--- src/rtl/ackrto_pkg.sv ---
`default_nettype none
package ackrto_pkg;

  localparam int FIELD_W   = 48;
  localparam int LABEL_W   = 32;
  localparam int CFG_IDX_W = 3;
  localparam int THRESH_W  = 4;

  typedef enum logic [CFG_IDX_W-1:0] {
    CFG_MIN_RTO            = 3'd0,
    CFG_FLOW_LEN           = 3'd1,
    CFG_PLB_ENABLE         = 3'd2,
    CFG_ECN_THRESHOLD      = 3'd3,
    CFG_REBALANCE_INTERVAL = 3'd4
  } cfg_idx_t;

  localparam logic [FIELD_W-1:0]  MIN_RTO_RESET   = 48'd2000000;
  localparam logic [FIELD_W-1:0]  FLOW_LEN_RESET  = 48'hFFFF_FFFF_FFFF;
  localparam logic [THRESH_W-1:0] ECN_THR_RESET   = 4'd5;
  localparam logic [FIELD_W-1:0]  REBAL_RESET     = 48'd100000000;

  // one millisecond and one second in picoseconds
  localparam logic [63:0] RTO_RESET_PS    = 64'd1000000000;
  localparam logic [63:0] ACTIVE_RESET_PS = 64'd1000000000000;
  localparam int          ACTIVE_MIN_W    = 40;

endpackage
`default_nettype wire

--- src/rtl/ackrto_in_if.sv ---
`default_nettype none
interface ackrto_in_if;
  logic                              valid;
  logic                              ready;
  logic [ackrto_pkg::FIELD_W-1:0]    arrival_time;
  logic [ackrto_pkg::FIELD_W-1:0]    echo_time;
  logic [ackrto_pkg::FIELD_W-1:0]    ack_seq;
  logic [ackrto_pkg::FIELD_W-1:0]    cum_bytes;
  logic                              ce_mark;
  logic [ackrto_pkg::FIELD_W-1:0]    sent_seq;

  modport source (output valid, arrival_time, echo_time, ack_seq, cum_bytes, ce_mark,
                  sent_seq, input ready);
  modport sink (input valid, arrival_time, echo_time, ack_seq, cum_bytes, ce_mark,
                sent_seq, output ready);
endinterface
`default_nettype wire

--- src/rtl/ackrto_out_if.sv ---
`default_nettype none
interface ackrto_out_if;
  logic                              valid;
  logic                              ready;
  logic [ackrto_pkg::FIELD_W-1:0]    timeout_value;
  logic [ackrto_pkg::FIELD_W-1:0]    smoothed_delay;
  logic [ackrto_pkg::FIELD_W-1:0]    in_flight;
  logic [ackrto_pkg::FIELD_W-1:0]    lost_estimate;
  logic                              flow_done;
  logic                              path_moved;
  logic [ackrto_pkg::LABEL_W-1:0]    path_label;

  modport source (output valid, timeout_value, smoothed_delay, in_flight, lost_estimate,
                  flow_done, path_moved, path_label, input ready);
  modport sink (input valid, timeout_value, smoothed_delay, in_flight, lost_estimate,
                flow_done, path_moved, path_label, output ready);
endinterface
`default_nettype wire

--- src/rtl/ackrto_cfg_if.sv ---
`default_nettype none
interface ackrto_cfg_if;
  logic                              valid;
  logic                              ready;
  logic [ackrto_pkg::CFG_IDX_W-1:0]  index;
  logic [ackrto_pkg::FIELD_W-1:0]    data;

  modport source (output valid, index, data, input ready);
  modport sink (input valid, index, data, output ready);
endinterface
`default_nettype wire

--- src/rtl/ackrto_rtt.sv ---
`default_nettype none
module ackrto_rtt #(
  parameter int TIME_BITS = 48
) (
  input  wire logic                 clk,
  input  wire logic                 rst,
  input  wire logic                 en,
  input  wire logic [TIME_BITS-1:0] delay,
  input  wire logic [TIME_BITS-1:0] min_rto,
  output logic      [TIME_BITS-1:0] srtt_next,
  output logic      [TIME_BITS-1:0] rto_next
);

  localparam logic [TIME_BITS-1:0] TMAX = '1;
  localparam logic [TIME_BITS-1:0] DEV4_LIMIT = TMAX >> 2;

  logic [TIME_BITS-1:0] srtt;
  logic [TIME_BITS-1:0] rtt_dev;
  logic [TIME_BITS-1:0] rto_reg;

  logic [TIME_BITS-1:0] diff;
  logic [TIME_BITS-1:0] dev_q4;
  logic [TIME_BITS-1:0] srtt_q8;
  logic [3:0]           dev_lo3;
  logic [5:0]           srtt_lo7;
  logic [TIME_BITS-1:0] dev_upd;
  logic [TIME_BITS-1:0] srtt_upd;
  logic [TIME_BITS-1:0] dev_next;
  logic [TIME_BITS-1:0] dev4;
  logic [TIME_BITS:0]   rto_sum;
  logic [TIME_BITS-1:0] rto_raw;
  logic [TIME_BITS-1:0] rto_base;

  always_comb begin
    diff     = (delay > srtt) ? delay - srtt : srtt - delay;
    dev_q4   = rtt_dev >> 2;
    srtt_q8  = srtt >> 3;
    dev_lo3  = {2'b00, rtt_dev[1:0]} + {1'b0, rtt_dev[1:0], 1'b0};
    srtt_lo7 = {srtt[2:0], 3'b000} - {3'b000, srtt[2:0]};
    // floor(3*dev/4) + diff/4 and floor(7*srtt/8) + delay/8, without overflow
    dev_upd  = (dev_q4 << 1) + dev_q4 + TIME_BITS'(dev_lo3[3:2]) + (diff >> 2);
    srtt_upd = (srtt_q8 << 3) - srtt_q8 + TIME_BITS'(srtt_lo7[5:3]) + (delay >> 3);

    if (delay == '0) begin
      srtt_next = srtt;
      dev_next  = rtt_dev;
    end else if (srtt != '0) begin
      srtt_next = srtt_upd;
      dev_next  = dev_upd;
    end else begin
      // first sample
      srtt_next = delay;
      dev_next  = delay >> 1;
    end

    dev4     = (dev_next > DEV4_LIMIT) ? TMAX : (dev_next << 2);
    rto_sum  = {1'b0, srtt_next} + {1'b0, dev4};
    rto_raw  = rto_sum[TIME_BITS] ? TMAX : rto_sum[TIME_BITS-1:0];
    rto_base = (delay != '0) ? rto_raw : rto_reg;
    rto_next = (rto_base < min_rto) ? min_rto : rto_base;
  end

  always_ff @(posedge clk) begin
    if (rst) begin
      srtt    <= '0;
      rtt_dev <= '0;
      rto_reg <= TIME_BITS'(ackrto_pkg::RTO_RESET_PS);
    end else if (en) begin
      srtt    <= srtt_next;
      rtt_dev <= dev_next;
      rto_reg <= rto_next;
    end
  end

endmodule
`default_nettype wire

--- src/rtl/ack_rto_and_path_rebalance.sv ---
`default_nettype none
// Results pass through the input register and then the result register; a stalled output holds them.
// Throughput: one ack per cycle while the result is not stalled; all state updates in the single stage
// between the input register and the result register.
// Reset (rst, synchronous): clears pipeline valids, RTT/path state and config to defaults.
// A stalled result holds the result register, then the input register; ready drops when both are full.
module ack_rto_and_path_rebalance #(
  parameter int MARK_WINDOW = 10,
  parameter int TIME_BITS   = 48
) (
  input  wire logic         clk,
  input  wire logic         rst,
  ackrto_in_if.sink         ack,
  ackrto_out_if.source      res,
  ackrto_cfg_if.sink        cfg
);

  localparam int FW = ackrto_pkg::FIELD_W;
  localparam int LW = ackrto_pkg::LABEL_W;
  localparam int TW = ackrto_pkg::THRESH_W;
  localparam int CW = $clog2(MARK_WINDOW + 1);
  localparam int KW = (CW > TW) ? CW : TW;
  localparam int AW = (TIME_BITS > ackrto_pkg::ACTIVE_MIN_W) ? TIME_BITS
                                                               : ackrto_pkg::ACTIVE_MIN_W;
  localparam logic [TIME_BITS-1:0] TMAX = '1;
  localparam logic [TIME_BITS-1:0] TDIV10 = TMAX / 10;

  // configuration
  logic [FW-1:0] min_rto;
  logic [FW-1:0] flow_len;
  logic          plb_enable;
  logic [TW-1:0] ecn_threshold;
  logic [FW-1:0] rebalance_interval;

  // input register
  logic                 s1_valid;
  logic [TIME_BITS-1:0] s1_now;
  logic [TIME_BITS-1:0] s1_echo;
  logic [FW-1:0]        s1_aseq;
  logic [FW-1:0]        s1_cum;
  logic                 s1_mark;
  logic [FW-1:0]        s1_sent;

  // flow and path state
  logic [FW-1:0]          acked_bytes;
  logic [FW-1:0]          highest_ack;
  logic                   done_flag;
  logic [MARK_WINDOW-1:0] mark_window;
  logic [CW-1:0]          mark_cnt;
  logic [TIME_BITS-1:0]   good_time;
  logic [AW-1:0]          active_interval;
  logic [LW-1:0]          label_reg;

  // result register
  logic          res_valid;
  logic [FW-1:0] res_timeout;
  logic [FW-1:0] res_srtt;
  logic [FW-1:0] res_inflight;
  logic [FW-1:0] res_lost;
  logic          res_done;
  logic          res_moved;
  logic [LW-1:0] res_label;

  logic out_free;
  logic adv;
  logic ack_fire;

  logic [TIME_BITS-1:0]   delay;
  logic [TIME_BITS-1:0]   min_rto_t;
  logic [TIME_BITS-1:0]   srtt_next;
  logic [TIME_BITS-1:0]   rto_next;
  logic [FW-1:0]          acked_bytes_next;
  logic [FW-1:0]          highest_ack_next;
  logic [FW-1:0]          inflight;
  logic [FW-1:0]          hi_m1;
  logic [FW-1:0]          lost;
  logic                   done_next;
  logic [MARK_WINDOW-1:0] mark_window_next;
  logic [CW-1:0]          mark_cnt_next;
  logic                   good;
  logic [TIME_BITS-1:0]   ten;
  logic [TIME_BITS-1:0]   ten_x10;
  logic [TIME_BITS-1:0]   since_good;
  logic                   move;

  assign out_free  = !res_valid || res.ready;
  assign adv       = s1_valid && out_free;
  assign ack.ready = !s1_valid || out_free;
  assign ack_fire  = ack.valid && ack.ready;
  assign cfg.ready = 1'b1;

  always_ff @(posedge clk) begin
    if (rst) begin
      min_rto            <= ackrto_pkg::MIN_RTO_RESET;
      flow_len           <= ackrto_pkg::FLOW_LEN_RESET;
      plb_enable         <= 1'b0;
      ecn_threshold      <= ackrto_pkg::ECN_THR_RESET;
      rebalance_interval <= ackrto_pkg::REBAL_RESET;
    end else if (cfg.valid) begin
      case (cfg.index)
        ackrto_pkg::CFG_MIN_RTO:            min_rto            <= cfg.data;
        ackrto_pkg::CFG_FLOW_LEN:           flow_len           <= cfg.data;
        ackrto_pkg::CFG_PLB_ENABLE:         plb_enable         <= cfg.data[0];
        ackrto_pkg::CFG_ECN_THRESHOLD:      ecn_threshold      <= cfg.data[TW-1:0];
        ackrto_pkg::CFG_REBALANCE_INTERVAL: rebalance_interval <= cfg.data;
        default: ;
      endcase
    end
  end

  always_ff @(posedge clk) begin
    if (rst) begin
      s1_valid <= 1'b0;
    end else if (ack_fire) begin
      s1_valid <= 1'b1;
    end else if (adv) begin
      s1_valid <= 1'b0;
    end
  end

  always_ff @(posedge clk) begin
    if (ack_fire) begin
      s1_now  <= TIME_BITS'(ack.arrival_time);
      s1_echo <= TIME_BITS'(ack.echo_time);
      s1_aseq <= ack.ack_seq;
      s1_cum  <= ack.cum_bytes;
      s1_mark <= ack.ce_mark;
      s1_sent <= ack.sent_seq;
    end
  end

  assign delay     = s1_now - s1_echo;
  assign min_rto_t = TIME_BITS'(min_rto);

  ackrto_rtt #(
    .TIME_BITS (TIME_BITS)
  ) u_rtt (
    .clk       (clk),
    .rst       (rst),
    .en        (adv),
    .delay     (delay),
    .min_rto   (min_rto_t),
    .srtt_next (srtt_next),
    .rto_next  (rto_next)
  );

  always_comb begin
    acked_bytes_next = (s1_cum > acked_bytes) ? s1_cum : acked_bytes;
    highest_ack_next = (s1_aseq > highest_ack) ? s1_aseq : highest_ack;
    inflight         = (s1_sent > highest_ack_next) ? s1_sent - highest_ack_next : '0;
    hi_m1            = highest_ack_next - FW'(1);
    lost             = (highest_ack_next != '0 && hi_m1 > acked_bytes_next)
                       ? hi_m1 - acked_bytes_next : '0;
    done_next        = done_flag || (acked_bytes_next >= flow_len);

    // the running count tracks the window: add the new mark, drop the oldest
    mark_window_next = MARK_WINDOW'({mark_window, s1_mark});
    mark_cnt_next    = mark_cnt + CW'(s1_mark) - CW'(mark_window[MARK_WINDOW-1]);
    good             = KW'(mark_cnt_next) < KW'(ecn_threshold);

    ten        = TIME_BITS'(rebalance_interval);
    ten_x10    = (ten > TDIV10) ? TMAX : (ten << 3) + (ten << 1);
    since_good = s1_now - good_time;
    // a good ack resets the timer, so only a bad one can move the path
    move       = plb_enable && !good && (AW'(since_good) > active_interval);
  end

  always_ff @(posedge clk) begin
    if (rst) begin
      acked_bytes     <= '0;
      highest_ack     <= '0;
      done_flag       <= 1'b0;
      mark_window     <= '0;
      mark_cnt        <= '0;
      good_time       <= '0;
      active_interval <= AW'(ackrto_pkg::ACTIVE_RESET_PS);
      label_reg       <= '0;
    end else if (adv) begin
      acked_bytes <= acked_bytes_next;
      highest_ack <= highest_ack_next;
      done_flag   <= done_next;
      if (plb_enable) begin
        mark_window <= mark_window_next;
        mark_cnt    <= mark_cnt_next;
        if (good) begin
          good_time       <= s1_now;
          active_interval <= AW'(ten_x10);
        end
        if (move) begin
          good_time <= s1_now;
          label_reg <= label_reg + LW'(1);
        end
      end
    end
  end

  always_ff @(posedge clk) begin
    if (rst) begin
      res_valid <= 1'b0;
    end else if (adv) begin
      res_valid <= 1'b1;
    end else if (res.ready) begin
      res_valid <= 1'b0;
    end
  end

  always_ff @(posedge clk) begin
    if (adv) begin
      res_timeout  <= FW'(rto_next);
      res_srtt     <= FW'(srtt_next);
      res_inflight <= inflight;
      res_lost     <= lost;
      res_done     <= done_next;
      res_moved    <= move;
      res_label    <= move ? label_reg + LW'(1) : label_reg;
    end
  end

  assign res.valid          = res_valid;
  assign res.timeout_value  = res_timeout;
  assign res.smoothed_delay = res_srtt;
  assign res.in_flight      = res_inflight;
  assign res.lost_estimate  = res_lost;
  assign res.flow_done      = res_done;
  assign res.path_moved     = res_moved;
  assign res.path_label     = res_label;

`ifndef SYNTHESIS
  a_label_step: assert property (@(posedge clk) disable iff (rst)
    adv |=> (label_reg == $past(label_reg) + LW'($past(move))))
    else $error("path label did not follow the move decision");

  a_rto_clamp: assert property (@(posedge clk) disable iff (rst)
    adv |-> (rto_next >= min_rto_t))
    else $error("timeout below minimum");

  a_mark_count: assert property (@(posedge clk) disable iff (rst)
    mark_cnt == CW'($countones(mark_window)))
    else $error("mark count out of step with window");

  a_stall_hold: assert property (@(posedge clk) disable iff (rst)
    (s1_valid && !out_free) |=> (s1_valid && $stable(s1_now) && $stable(s1_aseq)))
    else $error("stalled item lost from input register");
`endif

endmodule
`default_nettype wire
--- src/flat_wrapper.sv ---
// flat-port wrapper written by rule: the top's interface ports become plain ports
module ack_rto_and_path_rebalance_flat 
#(
  parameter int MARK_WINDOW = 10,
  parameter int TIME_BITS   = 48
)
  (clk, rst, ack_valid, ack_arrival_time, ack_echo_time, ack_ack_seq, ack_cum_bytes, ack_ce_mark, ack_sent_seq, ack_ready, res_valid, res_timeout_value, res_smoothed_delay, res_in_flight, res_lost_estimate, res_flow_done, res_path_moved, res_path_label, res_ready, cfg_valid, cfg_index, cfg_data, cfg_ready);
  ackrto_in_if ack_i ();
  ackrto_out_if res_i ();
  ackrto_cfg_if cfg_i ();
  input  wire logic clk;
  input  wire logic rst;
  input wire logic [$bits(ack_i.valid)-1:0] ack_valid;
  input wire logic [$bits(ack_i.arrival_time)-1:0] ack_arrival_time;
  input wire logic [$bits(ack_i.echo_time)-1:0] ack_echo_time;
  input wire logic [$bits(ack_i.ack_seq)-1:0] ack_ack_seq;
  input wire logic [$bits(ack_i.cum_bytes)-1:0] ack_cum_bytes;
  input wire logic [$bits(ack_i.ce_mark)-1:0] ack_ce_mark;
  input wire logic [$bits(ack_i.sent_seq)-1:0] ack_sent_seq;
  output wire logic [$bits(ack_i.ready)-1:0] ack_ready;
  output wire logic [$bits(res_i.valid)-1:0] res_valid;
  output wire logic [$bits(res_i.timeout_value)-1:0] res_timeout_value;
  output wire logic [$bits(res_i.smoothed_delay)-1:0] res_smoothed_delay;
  output wire logic [$bits(res_i.in_flight)-1:0] res_in_flight;
  output wire logic [$bits(res_i.lost_estimate)-1:0] res_lost_estimate;
  output wire logic [$bits(res_i.flow_done)-1:0] res_flow_done;
  output wire logic [$bits(res_i.path_moved)-1:0] res_path_moved;
  output wire logic [$bits(res_i.path_label)-1:0] res_path_label;
  input wire logic [$bits(res_i.ready)-1:0] res_ready;
  input wire logic [$bits(cfg_i.valid)-1:0] cfg_valid;
  input wire logic [$bits(cfg_i.index)-1:0] cfg_index;
  input wire logic [$bits(cfg_i.data)-1:0] cfg_data;
  output wire logic [$bits(cfg_i.ready)-1:0] cfg_ready;
  assign ack_i.valid = ack_valid;
  assign ack_i.arrival_time = ack_arrival_time;
  assign ack_i.echo_time = ack_echo_time;
  assign ack_i.ack_seq = ack_ack_seq;
  assign ack_i.cum_bytes = ack_cum_bytes;
  assign ack_i.ce_mark = ack_ce_mark;
  assign ack_i.sent_seq = ack_sent_seq;
  assign ack_ready = ack_i.ready;
  assign res_valid = res_i.valid;
  assign res_timeout_value = res_i.timeout_value;
  assign res_smoothed_delay = res_i.smoothed_delay;
  assign res_in_flight = res_i.in_flight;
  assign res_lost_estimate = res_i.lost_estimate;
  assign res_flow_done = res_i.flow_done;
  assign res_path_moved = res_i.path_moved;
  assign res_path_label = res_i.path_label;
  assign res_i.ready = res_ready;
  assign cfg_i.valid = cfg_valid;
  assign cfg_i.index = cfg_index;
  assign cfg_i.data = cfg_data;
  assign cfg_ready = cfg_i.ready;
  ack_rto_and_path_rebalance #(.MARK_WINDOW(MARK_WINDOW), .TIME_BITS(TIME_BITS)) u_core (.clk(clk), .rst(rst), .ack(ack_i), .res(res_i), .cfg(cfg_i));
endmodule
--- config.mk ---
export PLATFORM = sky130hd
export DESIGN_NAME = ack_rto_and_path_rebalance_flat
export DESIGN_NICKNAME = d
export VERILOG_FILES = /design/src/rtl/ackrto_pkg.sv /design/src/rtl/ackrto_in_if.sv /design/src/rtl/ackrto_out_if.sv /design/src/rtl/ackrto_cfg_if.sv /design/src/rtl/ackrto_rtt.sv /design/src/rtl/ack_rto_and_path_rebalance.sv /design/src/flat_wrapper.sv
export SDC_FILE = /design/constraint.sdc
export NUM_CORES = 2
export LEC_CHECK = 0
export ABC_CLOCK_PERIOD_IN_PS = 19000
export BUFFER_PORTS_ARGS = -buffer_cell sky130_fd_sc_hd__clkbuf_2
export CORE_UTILIZATION = 53
export DETAILED_ROUTE_END_ITERATION = 16
export PLACE_DENSITY = 0.76
export RECOVER_POWER = 50
export SYNTH_ARGS = -nofsm -noshare
export SYNTH_HDL_FRONTEND = slang
export SYNTH_SLANG_ARGS = --single-unit
--- constraint.sdc ---
create_clock -name clk -period 19 [get_ports clk]
set_input_delay 4.75 -clock clk [delete_from_list [all_inputs] [get_ports clk]]
set_output_delay 4.75 -clock clk [all_outputs]
set_load 0.01 [all_outputs]
==> flow_summary.ini <==
[timing]
fin_worst_skew_ns = 0.0351
whs_ns = 0.449
rsz0062_at_grt = no
final_hold_viol_count = 0
period_share = 0.937
setup_viol = 0
min_period_ns = 17.81
maxSlewViolCount = 627
finalSetupTns_ns = 0
worstMarginPinSlew_ns = 4.61
relSlewSlack = -2.07
max_clock_freq_ghz = 0.0562
fin_ws_ns = 1.19

[route]
wl_per_cell_um = 25.3
wl_mm = 276
antenna_left = 0
viasPerCell = 6.20
drt_pass1_iterations = 6
via_count = 67900
drt_iter0_drc = 6295
route.detailed.drc = 0

[synthesis]
syn_avg_cell_area_um2 = 8.60
synth_compound_area_frac = 0.215
ys_types = 87
synthesis.nets = 9724
yosysWarnings = 0
synth.ff_latch_count = 1001
netlist_area_um2 = 74000
muxShareOfSynthArea = 0.0361
ys_async_sr_fraction = 0
synth.yosys.seq_area_share = 0.334
synth_simple_gate_area_share = 0.158
synth-edff-count = 467
synthCells = 8609
synth_top_family_by_area = compound AO/OA/AOI/OAI gates
synthXorXnorAreaFrac = 0.0537
ys.flop_type = dfxtp_1
synth_adder_area_share = 0.148

[finish]
drive_gt1_frac = 0.0672
area_growth_pct = 10.6
final_area_um2 = 81900
nNetsFinal = 10100

[place]
dp_slack_ns = 1.00
post_dp_cell_area_um2 = 78500
dp_hpwl_mm = 221
place_congestion = 1.08
io_buffers = 524

[global_routing]
gr-total-overflow = 0
grt_usage = 0.380
grt_pass1_vias = 65100
grt_use_met2 = 0.601
antenna_found_initial = 44
gr-usage-met3 = 0.0730
grt.busiest_layer = met2
met1_usage = 0.486
grt_max_degree = 173
grt_first_pass_wirelength_mm = 407

[outcome]
outcome = finished with violations
violations = capacitance limit, slew limit

[setup_path]
cp-end-kind = flip-flop
critPathMaxStageDelay_ns = 0.67
cp_max_fo = 61
crit_required_ns = 19.64
crit_top_cell = ha_1
critPathBufInv = 9
crit_family = compound AO/OA/AOI/OAI gates
worstPathArrival_ns = 18.45
crit_type = reg2reg
cpMaxStageDelayCell = a211oi_2
ff2ff_setup_slack_ns = 1.19
cp-start-kind = flip-flop

[floorplan]
initial_core_util = 0.536
io-pin-count = 526
rows = 136
die_h_um = 376
die_width_um = 376
die_area_um2 = 141000
coreArea_um2 = 138000

[clocking]
htreeDepth = 3
cts_buffers = 110
cts_tree = built
root_buffer = clkbuf_16
clock_latency_ns = 0.76
cts.reportedPaths.clkPinSlew_ns = 0.06
clockBufferDepth = 3
cts.sinks = 1001

[worst_hold_path]
worstHoldPathType = reg2reg

[flow_run]
max_cap_viol_count = 10
[worst paths after layout]
kind | from | end | depth (start not counted)
worst max-delay path | u_core.s1_now[0] | u_core.u_rtt.rto_reg[43] | 63
worst min-delay path | u_core.mark_window[5] | u_core.mark_window[6] | 2
worst max register to register | u_core.s1_now[0] | u_core.u_rtt.rto_reg[43] | 63
worst min register to register | u_core.mark_window[5] | u_core.mark_window[6] | 2
[final cells by class]
cell class / instances / area, µm²
fill: 12400 / 56200
multi-input combinational: 6544 / 45400
sequential: 1001 / 24700
clock buffer: 149 / 3140
timing repair buffer: 621 / 2980
inverter: 691 / 2590
tap: 1863 / 2330
clock inverter: 60 / 663
antenna: 10 / 25.0
[Yosys cell counts (all sizes together) (230+ instances only)]
| library cell | number | area, µm² |
|---|---|---|
| nand2 | 718 | 2700 |
| edfxtp | 467 | 14000 |
| mux2i | 230 | 2300 |
| a21o | 313 | 2350 |
| dfxtp | 534 | 10700 |
| inv | 691 | 2590 |
| ha | 719 | 9000 |
| xnor2 | 270 | 2360 |
| nor2 | 798 | 3000 |
| a21oi | 846 | 4240 |
| clkbuf | 301 | 1130 |
| o21ai | 438 | 2190 |
[what timing repair did]
item | in CTS | in global routing
endpoints found under the setup margin | 0 | 96
setup buffers | 0 | 0
gates resized for setup | 0 | 3
hold buffers | 0 | 0
[cells in the final DEF (no fill, tap or decap), types with 26 or more instances in the layout]
cell and instances:
a31oi_1 46, a21o_1 313, or3_1 52, and2_1 38
o31ai_1 31, a211o_1 28, xnor2_1 267, o21bai_1 116
and4_1 29, nor2_1 796, edfxtp_1 467, clkbuf_16 116
o21a_1 78, o211ai_1 110, ha_1 719, fa_1 99
a211oi_1 195, nand4_1 150, nand3_1 163, inv_1 690
xor2_1 181, a221oi_1 35, a311oi_1 40, mux2_2 33
o21ai_1 36, mux2i_1 230, nor2b_1 82, nor3_1 188
a31o_2 26, a21oi_1 844, nand2b_1 92, clkbuf_1 339
nor4_1 47, buf_4 84, clkbuf_2 215, o21ai_0 400
dfxtp_1 534, nand2_1 717, and3_1 52
[routing by layer]
layer / part of all wire / wire length (µm) / up-vias
met2: 0.44 / 123000 / 2879
met4: 0.063 / 17300 / 60
met3: 0.085 / 23500 / 628
li1: - / - / 31700
met5: 0.0015 / 409 / -
met1: 0.41 / 112000 / 32600
[worst register-to-register path: cells and delay by family (launching register included)]
kind	cells	cell delay [ns]
AO/OA/AOI/OAI	35	10.65
adder cells (fa/ha/maj)	8	2.97
buffers and inverters	9	1.83
AND/OR/NAND/NOR	9	1.40
flip-flops	1	0.33
XOR/XNOR	1	0.25
multiplexers	1	0.25
[cell families after synthesis]
group / count (synthesis)
muxes: 263
buffers and inverters: 1064
other: 1
and+or+nand+nor: 2512
adders and majority gates: 818
AOI/OAI and AO/OA: 2496
xor gates and xnor gates: 454
DFF: 1001
[stage by stage]
stage | util | cells
3_3_place_gp | 0.569 | 10700
3_5_place_dp | 0.569 | 10700
4_1_cts | 0.596 | 10900
2_1_floorplan | - | 8609
6_report | 0.593 | 10900
5_1_grt | 0.593 | 10900
Power is not shown: default switching activity piles up to over one toggle a cycle in this logic, so the estimate is an artifact.
